==> config.mk <==
export PLATFORM = sky130hd
export DESIGN_NAME = mmu_tlb_address_translator_top
export DESIGN_NICKNAME = d
export VERILOG_FILES = /design/src/rtl/mmu_tlb_pkg.sv /design/src/rtl/mmu_tlb_address_translator_top.sv /design/src/rtl/mmu_tlb_ctrl.sv /design/src/rtl/mmu_tlb_dp.sv
export SDC_FILE = /design/constraint.sdc
export NUM_CORES = 1
export LEC_CHECK = 0
export ABC_AREA = 1
export BUFFER_PORTS_ARGS = -buffer_cell sky130_fd_sc_hd__buf_4
export CORE_MARGIN = 8
export CORE_UTILIZATION = 55
export DETAILED_ROUTE_END_ITERATION = 16
export PLACE_DENSITY = 0.8
export SLEW_MARGIN = 20
export SYNTH_ARGS = -nofsm -noshare
export SYNTH_HDL_FRONTEND = slang
export SYNTH_SLANG_ARGS = --single-unit
==> constraint.sdc <==
create_clock -name clk -period 3.87 [get_ports clk]
set_input_delay 0.5805 -clock clk [delete_from_list [all_inputs] [get_ports clk]]
set_output_delay 0.5805 -clock clk [all_outputs]
set_load 0.01 [all_outputs]
==> src/rtl/mmu_tlb_pkg.sv <==
// ----------------------------------------------------------------------------
// mmu_tlb_pkg
// Shared constants, codes, types and reset tables of the TLB address
// translator.
// ----------------------------------------------------------------------------
package mmu_tlb_pkg;

	localparam int unsigned PAGE_COUNT_DEF = 8;
	localparam int unsigned TLB_SLOTS_DEF  = 4;
	localparam int unsigned OFFSET_BITS    = 10;
	localparam int unsigned FRAME_BITS     = 4;

	localparam int unsigned KIND_W    = 2;
	localparam int unsigned VA_W      = 16;
	localparam int unsigned VICTIM_W  = 2;
	localparam int unsigned EIDX_W    = 3;
	localparam int unsigned ENTRY_W   = 8;
	localparam int unsigned PA_W      = 14;
	localparam int unsigned STATUS_W  = 3;
	localparam int unsigned PSIZE_W   = 14;
	localparam int unsigned RST_PAGE_W = 6;

	localparam logic [PSIZE_W-1:0] PSIZE_RESET = 14'd7000;

	localparam int unsigned VALID_POS = 4;
	localparam int unsigned ACC_POS   = 5;
	localparam int unsigned DIRTY_POS = 6;

	localparam logic [KIND_W-1:0] KIND_XLATE   = 2'd0;
	localparam logic [KIND_W-1:0] KIND_WRITE   = 2'd1;
	localparam logic [KIND_W-1:0] KIND_REFRESH = 2'd2;

	localparam logic [STATUS_W-1:0] ST_HIT      = 3'd0;
	localparam logic [STATUS_W-1:0] ST_WALKED   = 3'd1;
	localparam logic [STATUS_W-1:0] ST_RANGE    = 3'd2;
	localparam logic [STATUS_W-1:0] ST_INVALID  = 3'd3;
	localparam logic [STATUS_W-1:0] ST_FRAGMENT = 3'd4;
	localparam logic [STATUS_W-1:0] ST_DONE     = 3'd5;

	typedef enum logic {
		S_IDLE,
		S_EXEC
	} state_t;

	typedef struct packed {
		logic load;
		logic exec;
	} cmd_t;

	function automatic logic [ENTRY_W-1:0] page_reset_val(input int unsigned idx);
		logic [ENTRY_W-1:0] val;
		unique case (idx)
			0: val = 8'h0C;
			1: val = 8'h08;
			2: val = 8'h05;
			3: val = 8'h0A;
			4: val = 8'h0F;
			5: val = 8'h00;
			6: val = 8'h0F;
			7: val = 8'h0F;
			default: val = 8'h00;
		endcase
		return val;
	endfunction

	function automatic logic [RST_PAGE_W-1:0] tlb_reset_page(input int unsigned idx);
		logic [RST_PAGE_W-1:0] val;
		unique case (idx)
			0: val = 6'd0;
			1: val = 6'd1;
			2: val = 6'd2;
			3: val = 6'd0;
			default: val = 6'd0;
		endcase
		return val;
	endfunction

	function automatic logic [ENTRY_W-1:0] tlb_reset_entry(input int unsigned idx);
		logic [ENTRY_W-1:0] val;
		unique case (idx)
			0: val = 8'h1C;
			1: val = 8'h18;
			2: val = 8'h15;
			3: val = 8'h1A;
			default: val = 8'h00;
		endcase
		return val;
	endfunction

endpackage

==> src/rtl/mmu_tlb_address_translator_top.sv <==
// ----------------------------------------------------------------------------
// mmu_tlb_address_translator_top
// Virtual to physical address translation through a fully associative TLB
// backed by a small page table, with page entry writes and valid refresh.
//
//   channel   handshake            payload
//   request   start / busy         kind, virtual_address, is_write,
//                                  victim_slot, entry_index, entry_data
//   result    done (1-cycle)       physical_address, status
//   config    cfg_valid/cfg_ready  cfg_data (process size)
//
// A request is captured, then the execute state runs, in which the tlb
// compare, page entry read and table updates happen. done is high in the
// cycle after execute, and a new request can be taken in that same cycle.
// busy is high only during execute. The result is shown for one cycle and
// cannot be held off. Reset loads the page table, the tlb and the process
// size with their initial contents at once.
// ----------------------------------------------------------------------------
module mmu_tlb_address_translator_top #(
	parameter int unsigned PAGE_COUNT = mmu_tlb_pkg::PAGE_COUNT_DEF,
	parameter int unsigned TLB_SLOTS  = mmu_tlb_pkg::TLB_SLOTS_DEF
) (
	input  logic                                 clk,
	input  logic                                 arst_n,
	input  logic                                 start,
	output logic                                 busy,
	input  logic [mmu_tlb_pkg::KIND_W-1:0]       kind,
	input  logic [mmu_tlb_pkg::VA_W-1:0]         virtual_address,
	input  logic                                 is_write,
	input  logic [mmu_tlb_pkg::VICTIM_W-1:0]     victim_slot,
	input  logic [mmu_tlb_pkg::EIDX_W-1:0]       entry_index,
	input  logic [mmu_tlb_pkg::ENTRY_W-1:0]      entry_data,
	output logic                                 done,
	output logic [mmu_tlb_pkg::PA_W-1:0]         physical_address,
	output logic [mmu_tlb_pkg::STATUS_W-1:0]     status,
	input  logic                                 cfg_valid,
	output logic                                 cfg_ready,
	input  logic [mmu_tlb_pkg::PSIZE_W-1:0]      cfg_data
);

	mmu_tlb_pkg::cmd_t cmd;

	assign cfg_ready = 1'b1;

	mmu_tlb_ctrl u_ctrl (
		.clk    (clk),
		.arst_n (arst_n),
		.start  (start),
		.busy   (busy),
		.done   (done),
		.cmd    (cmd)
	);

	mmu_tlb_dp #(
		.PAGE_COUNT (PAGE_COUNT),
		.TLB_SLOTS  (TLB_SLOTS)
	) u_dp (
		.clk              (clk),
		.arst_n           (arst_n),
		.cmd              (cmd),
		.kind             (kind),
		.virtual_address  (virtual_address),
		.is_write         (is_write),
		.victim_slot      (victim_slot),
		.entry_index      (entry_index),
		.entry_data       (entry_data),
		.cfg_valid        (cfg_valid & cfg_ready),
		.cfg_data         (cfg_data),
		.physical_address (physical_address),
		.status           (status)
	);

endmodule

==> src/rtl/mmu_tlb_ctrl.sv <==
// ----------------------------------------------------------------------------
// mmu_tlb_ctrl
// Request sequencer: captures a request, runs the execute state and raises
// the done strobe with the registered result.
// ----------------------------------------------------------------------------
module mmu_tlb_ctrl (
	input  logic               clk,
	input  logic               arst_n,
	input  logic               start,
	output logic               busy,
	output logic               done,
	output mmu_tlb_pkg::cmd_t  cmd
);

	mmu_tlb_pkg::state_t state_q;
	mmu_tlb_pkg::state_t state_nxt;
	logic                done_q;

	always_ff @(posedge clk or negedge arst_n) begin
		if (!arst_n) begin
			state_q <= mmu_tlb_pkg::S_IDLE;
			done_q  <= 1'b0;
		end else begin
			state_q <= state_nxt;
			done_q  <= cmd.exec;
		end
	end

	always_comb begin
		state_nxt = state_q;
		unique case (state_q)
			mmu_tlb_pkg::S_IDLE: begin
				if (start) begin
					state_nxt = mmu_tlb_pkg::S_EXEC;
				end
			end
			mmu_tlb_pkg::S_EXEC: begin
				state_nxt = mmu_tlb_pkg::S_IDLE;
			end
			default: begin
				state_nxt = mmu_tlb_pkg::S_IDLE;
			end
		endcase
	end

	always_comb begin
		busy     = 1'b0;
		cmd.load = 1'b0;
		cmd.exec = 1'b0;
		unique case (state_q)
			mmu_tlb_pkg::S_IDLE: begin
				cmd.load = start;
			end
			mmu_tlb_pkg::S_EXEC: begin
				busy     = 1'b1;
				cmd.exec = 1'b1;
			end
			default: begin
				busy = 1'b0;
			end
		endcase
	end

	assign done = done_q;

`ifndef SYNTHESIS
	a_accept_to_busy: assert property (@(posedge clk) disable iff (!arst_n)
		start && !busy |=> busy)
		else $error("accepted request did not enter execute");

	a_busy_to_done: assert property (@(posedge clk) disable iff (!arst_n)
		busy |=> !busy && done)
		else $error("execute cycle not followed by done strobe");

	a_done_after_busy: assert property (@(posedge clk) disable iff (!arst_n)
		done |-> $past(busy))
		else $error("done strobe without execute cycle");
`endif

endmodule

==> src/rtl/mmu_tlb_dp.sv <==
// ----------------------------------------------------------------------------
// mmu_tlb_dp
// Datapath: request registers, page table, TLB, process size register and
// the result registers.
// ----------------------------------------------------------------------------
module mmu_tlb_dp #(
	parameter int unsigned PAGE_COUNT = mmu_tlb_pkg::PAGE_COUNT_DEF,
	parameter int unsigned TLB_SLOTS  = mmu_tlb_pkg::TLB_SLOTS_DEF
) (
	input  logic                                 clk,
	input  logic                                 arst_n,
	input  mmu_tlb_pkg::cmd_t                    cmd,
	input  logic [mmu_tlb_pkg::KIND_W-1:0]       kind,
	input  logic [mmu_tlb_pkg::VA_W-1:0]         virtual_address,
	input  logic                                 is_write,
	input  logic [mmu_tlb_pkg::VICTIM_W-1:0]     victim_slot,
	input  logic [mmu_tlb_pkg::EIDX_W-1:0]       entry_index,
	input  logic [mmu_tlb_pkg::ENTRY_W-1:0]      entry_data,
	input  logic                                 cfg_valid,
	input  logic [mmu_tlb_pkg::PSIZE_W-1:0]      cfg_data,
	output logic [mmu_tlb_pkg::PA_W-1:0]         physical_address,
	output logic [mmu_tlb_pkg::STATUS_W-1:0]     status
);

	localparam int unsigned PAGE_W   = $clog2(PAGE_COUNT);
	localparam int unsigned SLOT_W   = (TLB_SLOTS > 1) ? $clog2(TLB_SLOTS) : 1;
	localparam int unsigned VA_LIMIT = PAGE_COUNT << mmu_tlb_pkg::OFFSET_BITS;
	localparam int unsigned VICTIM_STEPS = (1 << mmu_tlb_pkg::VICTIM_W) - 1;
	localparam int unsigned FB = mmu_tlb_pkg::FRAME_BITS;
	localparam int unsigned OB = mmu_tlb_pkg::OFFSET_BITS;

	logic [mmu_tlb_pkg::KIND_W-1:0]    kind_q;
	logic [mmu_tlb_pkg::VA_W-1:0]      vaddr_q;
	logic                              is_write_q;
	logic [mmu_tlb_pkg::VICTIM_W-1:0]  victim_q;
	logic [mmu_tlb_pkg::EIDX_W-1:0]    eidx_q;
	logic [mmu_tlb_pkg::ENTRY_W-1:0]   edata_q;

	logic [mmu_tlb_pkg::ENTRY_W-1:0]   page_q [PAGE_COUNT];
	logic [PAGE_W-1:0]                 tlb_page_q [TLB_SLOTS];
	logic [FB-1:0]                     tlb_frame_q [TLB_SLOTS];
	logic [mmu_tlb_pkg::PSIZE_W-1:0]   psize_q;

	logic [mmu_tlb_pkg::PA_W-1:0]      pa_q;
	logic [mmu_tlb_pkg::STATUS_W-1:0]  status_q;

	logic [PAGE_W-1:0]                 page_idx;
	logic [OB-1:0]                     offset;
	logic                              out_of_range;
	logic                              fragment;
	logic                              hit_any;
	logic [FB-1:0]                     hit_frame;
	logic [mmu_tlb_pkg::ENTRY_W-1:0]   pe;
	logic [mmu_tlb_pkg::ENTRY_W-1:0]   pe_new;
	logic [FB-1:0]                     xl_frame;
	logic [FB+OB-1:0]                  pa_full;
	logic [mmu_tlb_pkg::VICTIM_W-1:0]  victim_mod;
	logic [SLOT_W-1:0]                 victim_idx;
	logic [mmu_tlb_pkg::PSIZE_W-1:0]   limit;
	logic                              do_walk;
	logic                              do_pwrite;
	logic                              do_refresh;
	logic [mmu_tlb_pkg::PA_W-1:0]      res_pa;
	logic [mmu_tlb_pkg::STATUS_W-1:0]  res_status;

	// request capture
	always_ff @(posedge clk) begin
		if (cmd.load) begin
			kind_q     <= kind;
			vaddr_q    <= virtual_address;
			is_write_q <= is_write;
			victim_q   <= victim_slot;
			eidx_q     <= entry_index;
			edata_q    <= entry_data;
		end
	end

	assign page_idx     = vaddr_q[OB +: PAGE_W];
	assign offset       = vaddr_q[OB-1:0];
	assign out_of_range = 32'(vaddr_q) >= VA_LIMIT;
	assign fragment     = 32'(vaddr_q) >= 32'(psize_q);
	assign pe           = page_q[page_idx];
	assign limit        = psize_q >> OB;

	// lowest matching slot wins
	always_comb begin
		hit_any   = 1'b0;
		hit_frame = '0;
		for (int i = TLB_SLOTS - 1; i >= 0; i--) begin
			if (tlb_page_q[i] == page_idx) begin
				hit_any   = 1'b1;
				hit_frame = tlb_frame_q[i];
			end
		end
	end

	always_comb begin
		pe_new = pe;
		pe_new[mmu_tlb_pkg::ACC_POS] = 1'b1;
		if (is_write_q) begin
			pe_new[mmu_tlb_pkg::DIRTY_POS] = 1'b1;
		end
	end

	// victim slot modulo slot count
	always_comb begin
		victim_mod = victim_q;
		for (int k = 0; k < VICTIM_STEPS; k++) begin
			if (32'(victim_mod) >= TLB_SLOTS) begin
				victim_mod = victim_mod - mmu_tlb_pkg::VICTIM_W'(TLB_SLOTS);
			end
		end
		victim_idx = SLOT_W'(victim_mod);
	end

	assign xl_frame = hit_any ? hit_frame : pe[FB-1:0];
	assign pa_full  = {xl_frame, offset};

	always_comb begin
		res_status = mmu_tlb_pkg::ST_DONE;
		res_pa     = '0;
		do_walk    = 1'b0;
		do_pwrite  = 1'b0;
		do_refresh = 1'b0;
		unique case (kind_q)
			mmu_tlb_pkg::KIND_XLATE: begin
				if (out_of_range) begin
					res_status = mmu_tlb_pkg::ST_RANGE;
				end else if (hit_any) begin
					res_status = mmu_tlb_pkg::ST_HIT;
					res_pa     = mmu_tlb_pkg::PA_W'(pa_full);
				end else if (!pe[mmu_tlb_pkg::VALID_POS]) begin
					res_status = mmu_tlb_pkg::ST_INVALID;
				end else if (fragment) begin
					res_status = mmu_tlb_pkg::ST_FRAGMENT;
				end else begin
					res_status = mmu_tlb_pkg::ST_WALKED;
					res_pa     = mmu_tlb_pkg::PA_W'(pa_full);
					do_walk    = 1'b1;
				end
			end
			mmu_tlb_pkg::KIND_WRITE: begin
				do_pwrite = 32'(eidx_q) < PAGE_COUNT;
			end
			mmu_tlb_pkg::KIND_REFRESH: begin
				do_refresh = 1'b1;
			end
			default: begin
				res_status = mmu_tlb_pkg::ST_DONE;
			end
		endcase
	end

	// page table
	always_ff @(posedge clk or negedge arst_n) begin
		if (!arst_n) begin
			for (int i = 0; i < PAGE_COUNT; i++) begin
				page_q[i] <= mmu_tlb_pkg::page_reset_val(i);
			end
		end else if (cmd.exec) begin
			if (do_walk) begin
				page_q[page_idx] <= pe_new;
			end
			if (do_pwrite) begin
				page_q[PAGE_W'(eidx_q)] <= edata_q;
			end
			if (do_refresh) begin
				for (int i = 0; i < PAGE_COUNT; i++) begin
					if (mmu_tlb_pkg::PSIZE_W'(i) <= limit) begin
						page_q[i][mmu_tlb_pkg::VALID_POS] <= 1'b1;
					end
				end
			end
		end
	end

	// tlb
	always_ff @(posedge clk or negedge arst_n) begin
		if (!arst_n) begin
			for (int i = 0; i < TLB_SLOTS; i++) begin
				tlb_page_q[i]  <= PAGE_W'(mmu_tlb_pkg::tlb_reset_page(i));
				tlb_frame_q[i] <= FB'(mmu_tlb_pkg::tlb_reset_entry(i));
			end
		end else if (cmd.exec && do_walk) begin
			tlb_page_q[victim_idx]  <= page_idx;
			tlb_frame_q[victim_idx] <= pe_new[FB-1:0];
		end
	end

	always_ff @(posedge clk or negedge arst_n) begin
		if (!arst_n) begin
			psize_q <= mmu_tlb_pkg::PSIZE_RESET;
		end else if (cfg_valid) begin
			psize_q <= cfg_data;
		end
	end

	// result registers
	always_ff @(posedge clk) begin
		if (cmd.exec) begin
			pa_q     <= res_pa;
			status_q <= res_status;
		end
	end

	assign physical_address = pa_q;
	assign status           = status_q;

`ifndef SYNTHESIS
	a_fault_zero_pa: assert property (@(posedge clk) disable iff (!arst_n)
		$past(cmd.exec) && status_q != mmu_tlb_pkg::ST_HIT
			&& status_q != mmu_tlb_pkg::ST_WALKED |-> pa_q == '0)
		else $error("nonzero address on a fault or done result");

	a_walk_sets_accessed: assert property (@(posedge clk) disable iff (!arst_n)
		$past(cmd.exec) && status_q == mmu_tlb_pkg::ST_WALKED
			|-> page_q[page_idx][mmu_tlb_pkg::ACC_POS] && hit_any)
		else $error("walk did not mark page accessed or fill tlb");

	a_hit_still_present: assert property (@(posedge clk) disable iff (!arst_n)
		$past(cmd.exec) && status_q == mmu_tlb_pkg::ST_HIT |-> hit_any)
		else $error("tlb hit reported without a matching slot");
`endif

endmodule
== Yosys cells after proc, flatten, opt, wreduce, memory -nomap -nowiden ==
Index checks and enable logic that the tools add are counted.

* Magnitude comparators: 16
* Eq/ne operators: 6
* Muxes and demuxes: 62
* Bitwise gates (word level): 5
* Reductions and logical operators: 6

{| class="wikitable"
|+ Operators by type and width
! kind !! number
|-
| 64-bit two-way mux || 3
|-
| 64-bit bitwise mux || 2
|-
| 8-bit demux with 3-bit select || 2
|-
| 14-bit two-way mux || 3
|-
| 8-bit two-way mux || 4
|-
| 1-bit two-way mux || 31
|-
| 8-bit binary-select mux with 3-bit select || 1
|-
| 4-bit two-way mux || 6
|-
| 16-bit bitwise mux || 1
|-
| 16-bit by 14-bit greater-or-equal comparator with 1-bit output || 1
|-
| 16-bit by 14-bit greater-or-equal comparator with 1-bit output (second input constant) || 1
|-
| 3-bit by 4-bit <= comparator with 1-bit output (first input constant) || 4
|-
| 3-bit two-way mux || 5
|-
| 12-bit bitwise mux || 1
|-
| 3-bit equality test || 4
|-
| 4-bit demux with 2-bit select || 1
|-
| 4-bit greater-or-equal comparator (second input constant) || 2
|-
| 1-bit by 4-bit <= comparator with 1-bit output (first input constant) || 2
|-
| 2-bit by 4-bit <= comparator with 1-bit output (first input constant) || 2
|-
| 4-bit by 1-bit less-than comparator with 1-bit output (second input constant) || 2
|-
| 3-bit NOT with 4-bit output || 2
|-
| 3-bit demux with 2-bit select || 1
|-
| 1-bit logical AND || 4
|-
| 3-bit greater-or-equal comparator (second input constant) || 1
|-
| other kinds (8) || 9
|}

* Register bits: 157
* Input bits: 50
* Output and inout port bits: 20
* Word-level logic and storage cells: 122

== Depth between registers and ports, before layout ==
Gate-level depths: netlist (run 1).

* Word-level depth: 14
* Depth in mapped cells: 16
* Mapped depth without buffers: 15

== By module ==
From an unflattened synthesis (run 1), not the netlist that was laid out.

* Cells, all modules: 805
* Area, all modules: 6,747.7 sq um

{| class="wikitable"
|+ By module, submodules not included
! module !! times used !! cells an instance !! area each (sq um) !! seq. area each (sq um)
|-
| mmu_tlb_dp || 1 || 797 || 6,661.4 || 3,447.1
|-
| mmu_tlb_ctrl || 1 || 6 || 75.1 || 50.0
|-
| mmu_tlb_address_translator_top || 1 || 2 || 11.3 || 0.0
|}

== Worst setup path before layout (run 1) ==
No wires, ideal clock.

* Kind: register to register
* From: register u_ctrl.state_q
* To: register u_dp.edata_q[0] in the netlist's numbering, enable pin
* Library setup time: 0.415 ns
* Arrival time: 2.323 ns
* Required time: 3.455 ns
* Slack: 1.132 ns
* Cell stages (with the launch flop): 4
* Path buffers: 2
* Period minus slack after synthesis: 2.738 ns
* Cell sequence: dfrtp_1 > clkbuf_1 > clkbuf_1 > nor2_1

* Cells in the longest elaborated chain, start to end: 1

{| class="wikitable"
|+ RTL lines
! what !! RTL line !! source
|-
| start: declaration || mmu_tlb_ctrl.sv:15 || <nowiki>mmu_tlb_pkg::state_t state_q;</nowiki>
|-
| start signal: assignment || mmu_tlb_ctrl.sv:21 || <nowiki>state_q <= mmu_tlb_pkg::S_IDLE;</nowiki>
|-
| start signal: assignment || mmu_tlb_ctrl.sv:24 || <nowiki>state_q <= state_nxt;</nowiki>
|-
| 1-bit two-way mux || mmu_tlb_ctrl.sv:50 || <nowiki>unique case (state_q)</nowiki>
|-
| end signal: assignment || mmu_tlb_dp.sv:74 || <nowiki>edata_q <= entry_data;</nowiki>
|-
| end: declaration || mmu_tlb_dp.sv:37 || <nowiki>logic [mmu_tlb_pkg::ENTRY_W-1:0] edata_q;</nowiki>
|}

No other way between the ends.
A chain may end at the register's enable or synchronous reset.

== Final worst setup path (run 1) ==
* From: register u_dp.vaddr_q[10] in the netlist's numbering
* To: register u_dp.tlb_frame_q[12] in the netlist's numbering

* Cells in the longest elaborated chain, start to end: 9
* Elaborated cells on any way between the ends: 21
* Those cells by class: order compare: 2; eq/ne: 4; mux: 13; bitwise: 1; reduce/logical: 1

{| class="wikitable"
|+ RTL lines
! what !! RTL line !! source
|-
| start: declaration || mmu_tlb_dp.sv:33 || <nowiki>logic [mmu_tlb_pkg::VA_W-1:0] vaddr_q;</nowiki>
|-
| start signal: assignment || mmu_tlb_dp.sv:70 || <nowiki>vaddr_q <= virtual_address;</nowiki>
|-
| parallel branches: the longest is 9 deep, another holds 16-bit by 14-bit greater-or-equal comparator with 1-bit output || n/a ||
|-
| end signal: indexed assignment || mmu_tlb_dp.sv:182 || <nowiki>tlb_frame_q[i] <= FB'(mmu_tlb_pkg::tlb_reset_entry(i));</nowiki>
|-
| end signal: indexed assignment || mmu_tlb_dp.sv:186 || <nowiki>tlb_frame_q[victim_idx] <= pe_new[FB-1:0];</nowiki>
|-
| end: declaration || mmu_tlb_dp.sv:41 || <nowiki>logic [FB-1:0] tlb_frame_q [TLB_SLOTS];</nowiki>
|}

Parallel ways; which one is timed is not known. The select of a mux whose other input is x is not followed.

==> results of run 1 <==
per-stage QoR:
stage	std cells	utilization (%)	setup WS, ns	power (mW)
global route	1036	66.4	0.900	4.17
CTS	1036	66.4	1.18	4.01
global placement	1004	60.9	1.25	2.21
detailed placement	1004	60.9	1.18	2.23
finish	1036	66.4	1.13	3.99
floorplan	818	-	1.13	2.04
metal layers:
metal	global-route usage [%]	share of wire [%]	routed length, um	up-vias
met1	25.6	43	6760	2562
li1	-	-	-	2806
met2	33.1	48	7430	185
met5	0	0	0	-
met3	5.82	6.4	1000	34
met4	9.62	2.8	437	0
critical path: cells and delay by family, from the launching register on:
| family | cells | cell delay [ns] |
|---|---|---|
| flops | 1 | 0.92 |
| simple gates | 8 | 0.87 |
| buf+inv | 2 | 0.39 |
| fa+ha+maj | 1 | 0.37 |
| compound gates | 1 | 0.05 |
state kept, by name (all words and copies together) (netlist names):
name                   cells
u_ctrl.done                1
u_dp.tlb_page_q           12
u_dp.kind_q                2
u_dp.edata_q               5
u_dp.psize_q              14
u_ctrl.state_q             1
u_dp.tlb_frame_q          16
u_dp.page_q               40
u_dp.physical_address     14
u_dp.eidx_q                3
u_dp.status                3
u_dp.vaddr_q              16
u_dp.victim_idx            2
report_power, final:
group          switching, mW  internal [mW]
sequential            0.0869           1.59
clock                  0.625           1.15
combinational          0.345          0.197
cell type report:
type | count | area (um2)
well taps | 147 | 184
clock inverters | 15 | 228
multi-input cells | 568 | 2740
fillers | 971 | 4020
repair buffers | 69 | 518
inverters | 91 | 342
flip-flops and latches | 129 | 3500
clock buffers | 17 | 425
how the worst max path moves through the flow:
stage / endpoint / slack (ns) / cells after the start
after floorplan: u_dp.edata_q[0]$_DFFE_PP_ / 1.13 / 3
after global placement: u_dp.tlb_page_q[8]$_DFFE_PN0P_ / 1.25 / 12
after detailed placement: u_dp.tlb_frame_q[12]$_DFFE_PN0P_ / 1.18 / 12
after CTS: u_dp.tlb_frame_q[12]$_DFFE_PN0P_ / 1.18 / 12
after global routing: u_dp.tlb_frame_q[12]$_DFFE_PN0P_ / 0.90 / 12
final: u_dp.tlb_frame_q[12]$_DFFE_PN0P_ / 1.13 / 12
cell usage in the layout (no fill, tap or decap), types with 11 or more instances in the layout:
master,netlist,layout
xnor2_1,11,11
dfstp_2,35,35
inv_1,88,88
edfxtp_1,45,45
o22ai_1,12,12
buf_4,4,69
ha_1,14,14
dfrtp_1,49,48
o21ai_0,131,131
nand3_1,28,28
nor2_1,56,54
nand2_1,253,253
nand4_1,17,17
a21oi_1,16,16
clkbuf_16,0,17
logic make-up (layout without fill, tap and decap cells):
kind of cell             count (synthesis)  in the layout  synth area share [%]
XOR/XNOR                                11             11                  1.44
adder cells (fa/ha/maj)                 14             14                  2.61
other                                    1              1                0.0559
AND/OR/NAND/NOR                        371            371                  23.2
buffers and inverters                  121            192                  7.18
multiplexers                             1              1                 0.168
flip-flops                             129            129                  52.1
AO/OA/AOI/OAI                          170            170                  13.2
==> metrics.cfg, run 1 <==
[status]
status=finished, final reports clean

[yosys]
synthTopCellsByCount=nand2_1, o21ai_0, inv_1
yosys_warnings=0
synth_ff_type=dfrtp_1
syn-cell-area_um2=6710
syn_nets=882
synth_top_area_cell=edfxtp_1
synth_async_sr_flop_share_pct=65.1
synth_edf_count=45
syn_area_per_cell_um2=8.20
synth_top_area_share_pct=20.1
synth.most_common_cell=nand2_1
synth_seq_area_share_pct=52.1
synth_cell_type_count=32
ys_seq_elements=129
syn_inst=818
yosys-top-cells-area=edfxtp_1, dfrtp_1, nand2_1

[floorplanning]
fp-row-count=40
core_region_area_um2=12000
die-area_um2=16000
fp.dieH_um=126
die_width_um=126
start_util_pct=56.1
num_io_pins=70

[global_routing]
grt_max_degree=64
grtUsageTotal_pct=20.7
grt_pass1_vias=5520
antenna_found_initial=0
grt.overflow.total=0
grt_pass1_wl_um=26400

[route]
wirelength_um=15600
wire_per_inst_um=15.1
post-route-drc-count=0
drt_first_pass_iters=5
drt-initial-drc-count=521
vias_per_cell=5.39
antenna_left=0
vias=5587

[setup_path]
start_kind=flip-flop
worstPathMaxFanout=30
slowest_stage=edfxtp_1
max_stage_delay_ns=0.92
r2r_slack_ns=1.13
reg2reg_from=u_dp.vaddr_q[10]$_DFFE_PP_
cpMostUsedCell=nand2_1
r2r_end=u_dp.tlb_frame_q[12]$_DFFE_PN0P_
setup.worst_path.start=u_dp.vaddr_q[10]$_DFFE_PP_
cp.required_ns=4.18
ff2ff_path_depth=12
arrival_ns=3.05
endpoint_kind=flip-flop
worstSetupPathType=reg2reg
cp_cell_sequence=ha_1 > nand2_1 > inv_1 > nand2_1 > a21oi_1 > nor2_1 > nand3_2 > nor3_4 > buf_4 > nand2_4 > nand2_1 > nand2_1

[job]
drv_cap=0

[timing]
skew_ns=0.00811
hold_viol=0
maxSlewViolCount=0
worst_pin_slew_ns=0.877
slew_headroom_pct=41.5
rsz0062_at_grt=no
tns_ns=0
setup_viol=0
fmax_mhz=365
min_period_over_period_pct=70.9
fin_crit_ns=2.74
holdWs_ns=0.260

[clock_tree]
cts_max_level=4
cts_tree=yes
clockBufferDepth=2
cts-buffers-inserted=17
cts_setup_buffers=0
hold_buffers=0
root_buffer=clkbuf_16
cts_sinks=129
cts-resized-gates=0
worstSkewPairLatency_ns=0.43
path_clk_slew_ns=0.06

[power_and_ir_drop]
power_density_nw_per_um2=503
ir_drop_mv=0.438
p_leak_nw=3.48

[layout]
finish.instance_area_um2=7940
diodes=0
drive_above_1_share_pct=16.9
area_growth_pct=18.3
nNetsFinal=940

[placed_design]
place.gp.congestion=0.847
io_buffer_count=64
dpl_cell_area_um2=7280
dp_hpwl_um=10100

[worst_hold_path]
min_path_type=in2async

Note: power is estimated with default switching activity, not from simulation.
==> run 2, diff against run 1 <==
==> constraint.sdc (replaced) <==
create_clock -name clk -period 2.8 [get_ports clk]
set_input_delay 0.42 -clock clk [delete_from_list [all_inputs] [get_ports clk]]
set_output_delay 0.42 -clock clk [all_outputs]
set_load 0.01 [all_outputs]
==> run 2 against run 1 <==
Sequential power is 38% higher. Via count is 0.97% higher. Clock skew is 0.0019 ns higher. Final cell count is 0.39% higher. Core utilization is 0.36 points higher. Clock power is 36% higher. Maximum frequency is 15% higher. Critical path type unchanged.
==> metrics.cfg, run 2 (synthesis results as in run 1) <==
[status]
status=finished, final reports clean  ; unchanged

[timing]
fin_ws_ns=0.420  ; was 1.13 ns
maxSlewViolCount=0  ; unchanged
holdWs_ns=0.00994  ; was 0.260 ns
fin_crit_ns=2.38  ; was 2.74 ns
setup_viol=0  ; unchanged
skew_ns=0.0101  ; was 0.00811 ns
slew_headroom_pct=57.1  ; was 41.5%
worst_pin_slew_ns=0.640  ; was 0.877 ns
hold_viol=0  ; unchanged
fmax_mhz=420  ; was 365 MHz
tns_ns=0  ; unchanged
rsz0062_at_grt=no  ; unchanged
min_period_over_period_pct=85.0  ; was 70.9%

[layout]
multiInputGateArea_um2=2740  ; unchanged
nNetsFinal=944  ; was 940
layout_common_cells=nand2_1, o21ai_0, inv_1  ; unchanged
top_register=u_dp.page_q  ; unchanged
reg.largest.list=u_dp.page_q x40, u_dp.tlb_frame_q x16, u_dp.vaddr_q x16  ; unchanged
area_growth_pct=18.9  ; was 18.3%
finish.instance_area_um2=7980  ; was 7940 um2
largest_register_ffs=40  ; unchanged
drive_above_1_share_pct=17.0  ; was 16.9%
final_core_util_pct=66.7  ; was 66.4%
diodes=0  ; unchanged
layout_commonest_cell=nand2_1  ; unchanged
fill_cells=956  ; was 971
seq_area_um2=3500  ; unchanged

[global_routing]
grt_pass1_vias=5202  ; was 5520
grt.overflow.total=0  ; unchanged
grt_max_degree=63  ; was 64
grtUsageTotal_pct=20.1  ; was 20.7%
grt_pass1_wl_um=25600  ; was 26400 um
antenna_found_initial=0  ; unchanged

[clock_tree]
worstSkewPairLatency_ns=0.43  ; about the same
cts-resized-gates=0  ; unchanged
cts_setup_buffers=0  ; unchanged
hold_buffers=0  ; unchanged
cts_tree=yes  ; unchanged
cts_sinks=129  ; unchanged
cts-buffers-inserted=17  ; unchanged
root_buffer=clkbuf_16  ; unchanged
clockBufferDepth=2  ; unchanged
cts_max_level=4  ; unchanged
path_clk_slew_ns=0.06  ; about the same

[setup_path]
worstPathMaxFanout=15  ; was 30
worstSetupPathType=reg2reg  ; unchanged
setup.worst_path.start=u_dp.vaddr_q[12]$_DFFE_PP_  ; was u_dp.vaddr_q[10]$_DFFE_PP_
cp.required_ns=3.11  ; was 4.18 ns
r2r_slack_ns=0.42  ; was 1.13 ns
critical_path_buf_inv_count=0  ; was 2
max_stage_delay_ns=0.75  ; was 0.92 ns
slowest_stage=edfxtp_1  ; unchanged
arrival_ns=2.69  ; was 3.05 ns
start_kind=flip-flop  ; unchanged
cp_cell_sequence=ha_1 > nand3_1 > a21oi_1 > nor2_1 > nand3_2 > nor2_1 > nand4_1 > nand2_1 > nand2_1  ; was ha_1 > nand2_1 > inv_1 > nand2_1 > a21oi_1 > nor2_1 > nand3_2 > nor3_4 > buf_4 > nand2_4 > nand2_1 > nand2_1
endpoint_kind=flip-flop  ; unchanged
reg2reg_from=u_dp.vaddr_q[12]$_DFFE_PP_  ; was u_dp.vaddr_q[10]$_DFFE_PP_
cp_top_family=simple AND/OR/NAND/NOR gates  ; was flip-flops

[placed_design]
dp_hpwl_um=10300  ; was 10100 um
io_buffer_count=64  ; unchanged
dpl_cell_area_um2=7340  ; was 7280 um2
place.gp.congestion=0.851  ; was 0.847
preCtsSetupSlack_ns=0.461  ; was 1.18 ns

[floorplanning]
num_io_pins=70  ; unchanged
die_width_um=126  ; unchanged
fp.dieH_um=126  ; unchanged
fp-row-count=40  ; unchanged
start_util_pct=56.1  ; unchanged
die-area_um2=16000  ; unchanged
core_region_area_um2=12000  ; unchanged

[job]
drv_cap=0  ; unchanged

[route]
drt_first_pass_iters=6  ; was 5
wire_per_inst_um=14.9  ; was 15.1 um
post-route-drc-count=0  ; unchanged
drt-initial-drc-count=612  ; was 521
vias_per_cell=5.42  ; was 5.39
wirelength_um=15500  ; was 15600 um
antenna_left=0  ; unchanged
vias=5641  ; was 5587

[power_and_ir_drop]
ir_drop_mv=0.557  ; was 0.438 mV
p_leak_nw=3.50  ; was 3.48 nW
power_density_nw_per_um2=687  ; was 503 nW/um2

[worst_hold_path]
min_path_type=in2async  ; unchanged

run 2: cell types whose count changed in the layout (fill, tap and decap cells not counted):
cell and delta:
inv_6 -2, clkinvlp_4 +2, buf_4 +2, clkbuf_1 +1, clkinv_4 -2, clkinv_1 +1
buf_12 +2
run 2: final timing paths:
check | endpoint | cells past startpoint
max reg2reg | u_dp.tlb_page_q[2]$_DFFE_PN0P_ | 9
min in group clk | u_dp.edata_q[1]$_DFFE_PP_ | 1
min | u_dp.page_q[48]$_DFFE_PN0P_ | 1
max | u_dp.tlb_page_q[2]$_DFFE_PN0P_ | 9
min reg2reg | u_dp.tlb_frame_q[14]$_DFFE_PN1P_ | 2
max in group asynchronous | u_dp.page_q[8]$_DFFE_PN1P_ | 2
run 2: metal layers:
metal | global-route usage, % | wire (um)
met3 | 5.28 | 916
met1 | 26.6 | 6980
met4 | 6.65 | 207
met5 | 0 | 0
met2 | 31.3 | 7380
run 2: cell type report:
| cell class | count | area share [%] |
|---|---|---|
| clock buffers | 18 | 5.38 |
| inverters | 91 | 4.28 |
| repair buffers | 73 | 7.18 |
| well taps | 147 | 2.30 |
| flip-flops and latches | 129 | 43.8 |
| multi-input cells | 568 | 34.4 |
| clock inverters | 14 | 2.65 |
run 2: per-stage QoR:
| stage | total power, mW | std cells |
|---|---|---|
| after floorplan | 2.83 | 818 |
| after global placement | 3.06 | 1008 |
| after detailed placement | 3.09 | 1008 |
| after CTS | 5.50 | 1040 |
| after global routing | 5.72 | 1040 |
| final | 5.48 | 1040 |
run 2: power breakdown:
group / internal (mW) / switching, mW / leakage (nW) / total [mW]
Sequential: 2.19 / 0.112 / 1.42 / 2.30
Combinational: 0.278 / 0.490 / 1.77 / 0.768
Clock: 1.58 / 0.833 / 0.302 / 2.41
Total: 4.05 / 1.44 / 3.50 / 5.48
==> run 3, diff against run 2 <==
==> constraint.sdc (replaced) <==
create_clock -name clk -period 2.4 [get_ports clk]
set_input_delay 0.36 -clock clk [delete_from_list [all_inputs] [get_ports clk]]
set_output_delay 0.36 -clock clk [all_outputs]
set_load 0.01 [all_outputs]
==> run 3 against run 2 <==
Core utilization rose by 0.38 points. Via count fell by 0.89%. Die area did not move. Power rose by 12%. Final cell count rose by 0.77%. Worst setup slack got worse by 0.26 ns. Non-clock buffer count rose by 8. Critical endpoint is now u_dp.tlb_frame_q[13]$_DFFE_PN0P_. Highest routed layer unchanged. Clock skew rose by 0.00061 ns. Global-route usage rose by 0.38 points. Critical path depth rose by 6. Count of clock-buffer cells in the layout fell by 1. Sequential cell count did not move. Largest power group is now registers.
==> metrics.cfg, run 3 (synthesis results as in run 1) <==
[setup_path]
cp_cell_sequence=inv_1 > ha_1 > nand2_1 > inv_1 > nand2_1 > nor2_1 > nor2_1 > nand2_1 > nand2_2 > nand3_4 > nor3_4 > buf_12 > nand2_4 > nand2_1 > nand2_1  ; was ha_1 > nand3_1 > a21oi_1 > nor2_1 > nand3_2 > nor2_1 > nand4_1 > nand2_1 > nand2_1
slowest_stage=dfstp_2  ; was edfxtp_1
start_kind=flip-flop  ; unchanged
worstPathMaxFanout=30  ; was 15
endpoint_kind=flip-flop  ; unchanged
arrival_ns=2.54  ; was 2.69 ns
max_stage_delay_ns=0.51  ; was 0.75 ns
cp_top_family=simple AND/OR/NAND/NOR gates  ; unchanged
critical_path_buf_inv_count=3  ; was 0
cpMostUsedCell=nand2_1
cp.required_ns=2.71  ; was 3.11 ns
worstSetupPathType=reg2reg  ; unchanged

[worst_hold_path]
min_path_type=in2reg  ; was in2async

[global_routing]
grtUsageTotal_pct=20.4  ; was 20.1%
grt_pass1_vias=5378  ; was 5202
grt_pass1_wl_um=26200  ; was 25600 um
antenna_found_initial=0  ; unchanged
grt_max_degree=63  ; unchanged
grt.overflow.total=0  ; unchanged

[route]
vias=5591  ; was 5641
post-route-drc-count=0  ; unchanged
vias_per_cell=5.33  ; was 5.42
antenna_left=0  ; unchanged
drt_first_pass_iters=5  ; was 6
top_layer_used=met4  ; unchanged
wl_met1_um=6990  ; was 6980 um
wl_met2_um=7320  ; was 7380 um
wire_per_inst_um=14.8  ; was 14.9 um
wirelength_um=15500  ; about the same
wl_met3_um=911  ; was 916 um
drt-initial-drc-count=480  ; was 612

[floorplanning]
die-area_um2=16000  ; unchanged
fp.dieH_um=126  ; unchanged
fp-row-count=40  ; unchanged
die_width_um=126  ; unchanged
num_io_pins=70  ; unchanged
start_util_pct=56.1  ; unchanged
core_region_area_um2=12000  ; unchanged

[layout]
largest_register_ffs=40  ; unchanged
drive_above_1_share_pct=18.5  ; was 17.0%
multiInputGateArea_um2=2760  ; was 2740 um2
fill_cells=940  ; was 956
area_growth_pct=19.6  ; was 18.9%
finalNonFillerCells=1048  ; was 1040
diodes=0  ; unchanged
seq_area_um2=3500  ; unchanged
reg.largest.list=u_dp.page_q x40, u_dp.tlb_frame_q x16, u_dp.vaddr_q x16  ; unchanged
layout_commonest_cell=nand2_1  ; unchanged
nNetsFinal=952  ; was 944
final_core_util_pct=67.1  ; was 66.7%
layout_common_cells=nand2_1, o21ai_0, inv_1  ; unchanged
top_register=u_dp.page_q  ; unchanged

[placed_design]
preCtsSetupSlack_ns=0.132  ; was 0.461 ns
dp_hpwl_um=10400  ; was 10300 um
place.gp.congestion=0.871  ; was 0.851
post-place-cells=1012  ; was 1008
io_buffer_count=64  ; unchanged

[timing]
hold_viol=0  ; unchanged
skew_ns=0.0107  ; was 0.0101 ns
fin_ws_ns=0.164  ; was 0.420 ns
worst_pin_slew_ns=0.620  ; was 0.640 ns
rsz0062_at_grt=yes  ; was no
fmax_mhz=447  ; was 420 MHz
min_period_over_period_pct=93.2  ; was 85.0%
slew_headroom_pct=58.5  ; was 57.1%
setup_viol=0  ; unchanged
maxSlewViolCount=0  ; unchanged
fin_crit_ns=2.24  ; was 2.38 ns
holdWs_ns=0.108  ; was 0.00994 ns

[clock_tree]
worstSkewPairLatency_ns=0.43  ; about the same
root_buffer=clkbuf_16  ; unchanged
cts_sinks=129  ; unchanged
cts-buffers-inserted=17  ; unchanged
cts_tree=yes  ; unchanged
path_clk_slew_ns=0.06  ; about the same
clockBufferDepth=2  ; unchanged
cts_max_level=4  ; unchanged

[power_and_ir_drop]
swShare_pct=28.0  ; was 26.2%
power_density_nw_per_um2=766  ; was 687 nW/um2
clkPwrFrac_pct=41.5  ; was 43.9%
p_leak_nw=3.50  ; about the same
switching_power_mw=1.72  ; was 1.44 mW
internal_power_mw=4.43  ; was 4.05 mW
comb_power_share_pct=15.0  ; was 14.0%
ir_drop_mv=0.577  ; was 0.557 mV
seqPwrFrac_pct=43.5  ; was 42.0%

[status]
status=finished, final reports clean  ; unchanged

[job]
drv_cap=0  ; unchanged

==> run 3: path summary, 6_finish.rpt <==
path / from / slack, ns / cells past startpoint / to
max: u_dp.psize_q[4]$_DFFE_PN1P_ / 0.16 / 15 / u_dp.tlb_frame_q[13]$_DFFE_PN0P_
min: virtual_address[5] / 0.11 / 1 / u_dp.vaddr_q[5]$_DFFE_PP_
max reg2reg: u_dp.psize_q[4]$_DFFE_PN1P_ / 0.16 / 15 / u_dp.tlb_frame_q[13]$_DFFE_PN0P_
min reg2reg: u_dp.tlb_frame_q[3]$_DFFE_PN1P_ / 0.47 / 2 / u_dp.tlb_frame_q[3]$_DFFE_PN1P_
max in group asynchronous: arst_n / 1.24 / 3 / u_dp.tlb_frame_q[14]$_DFFE_PN1P_
min in group asynchronous: arst_n / 0.46 / 2 / u_dp.page_q[34]$_DFFE_PN0P_
==> run 3: worst reg2reg max path: cells and delay by family, from the launching register on <==
kind | cells | cell delay, ns
and+or+nand+nor | 11 | 1.01
DFF | 1 | 0.51
buffers and inverters | 3 | 0.31
adders and majority gates | 1 | 0.29
==> run 3: layer usage <==
layer | GRT usage (%) | up-vias
li1 | - | 2827
met1 | 27.0 | 2562
met2 | 31.9 | 176
met3 | 5.03 | 26
met4 | 7.86 | 0
met5 | 0 | -
==> run 3: what timing repair did <==
item | 4_1_cts | 5_1_grt
hold buffers | 1 | 0
gates resized for setup | 0 | 7
setup buffers | 0 | 3
setup endpoints to repair | 0 | 36
endpoints found under the hold margin | 25 | 0
==> run 3: power by group through the flow <==
stage               sequential [mW]  combinational, mW  clock, mW
global placement               2.70              0.871          0
global route                   2.70               1.07       2.68
floorplan                      2.68              0.613          0
detailed placement             2.71              0.901          0
finish                         2.68              0.922       2.55
CTS                            2.67              0.914       2.58
==> run 3: final cells by class <==
class | instances | area share (%)
timing repair buffer | 81 | 8.08
sequential | 129 | 43.6
inverter | 91 | 4.35
clock buffer | 17 | 5.30
tap | 147 | 2.29
clock inverter | 15 | 2.00
multi-input combinational | 568 | 34.4
==> run 3: per-stage QoR <==
stage | power [mW] | setup TNS [ns] | instance area [um2]
after floorplan | 3.30 | 0 | 6710
after global placement | 3.57 | 0 | 7380
after detailed placement | 3.61 | 0 | 7380
after CTS | 6.17 | 0 | 7980
after global routing | 6.45 | -0.00760 | 8030
final | 6.15 | 0 | 8030
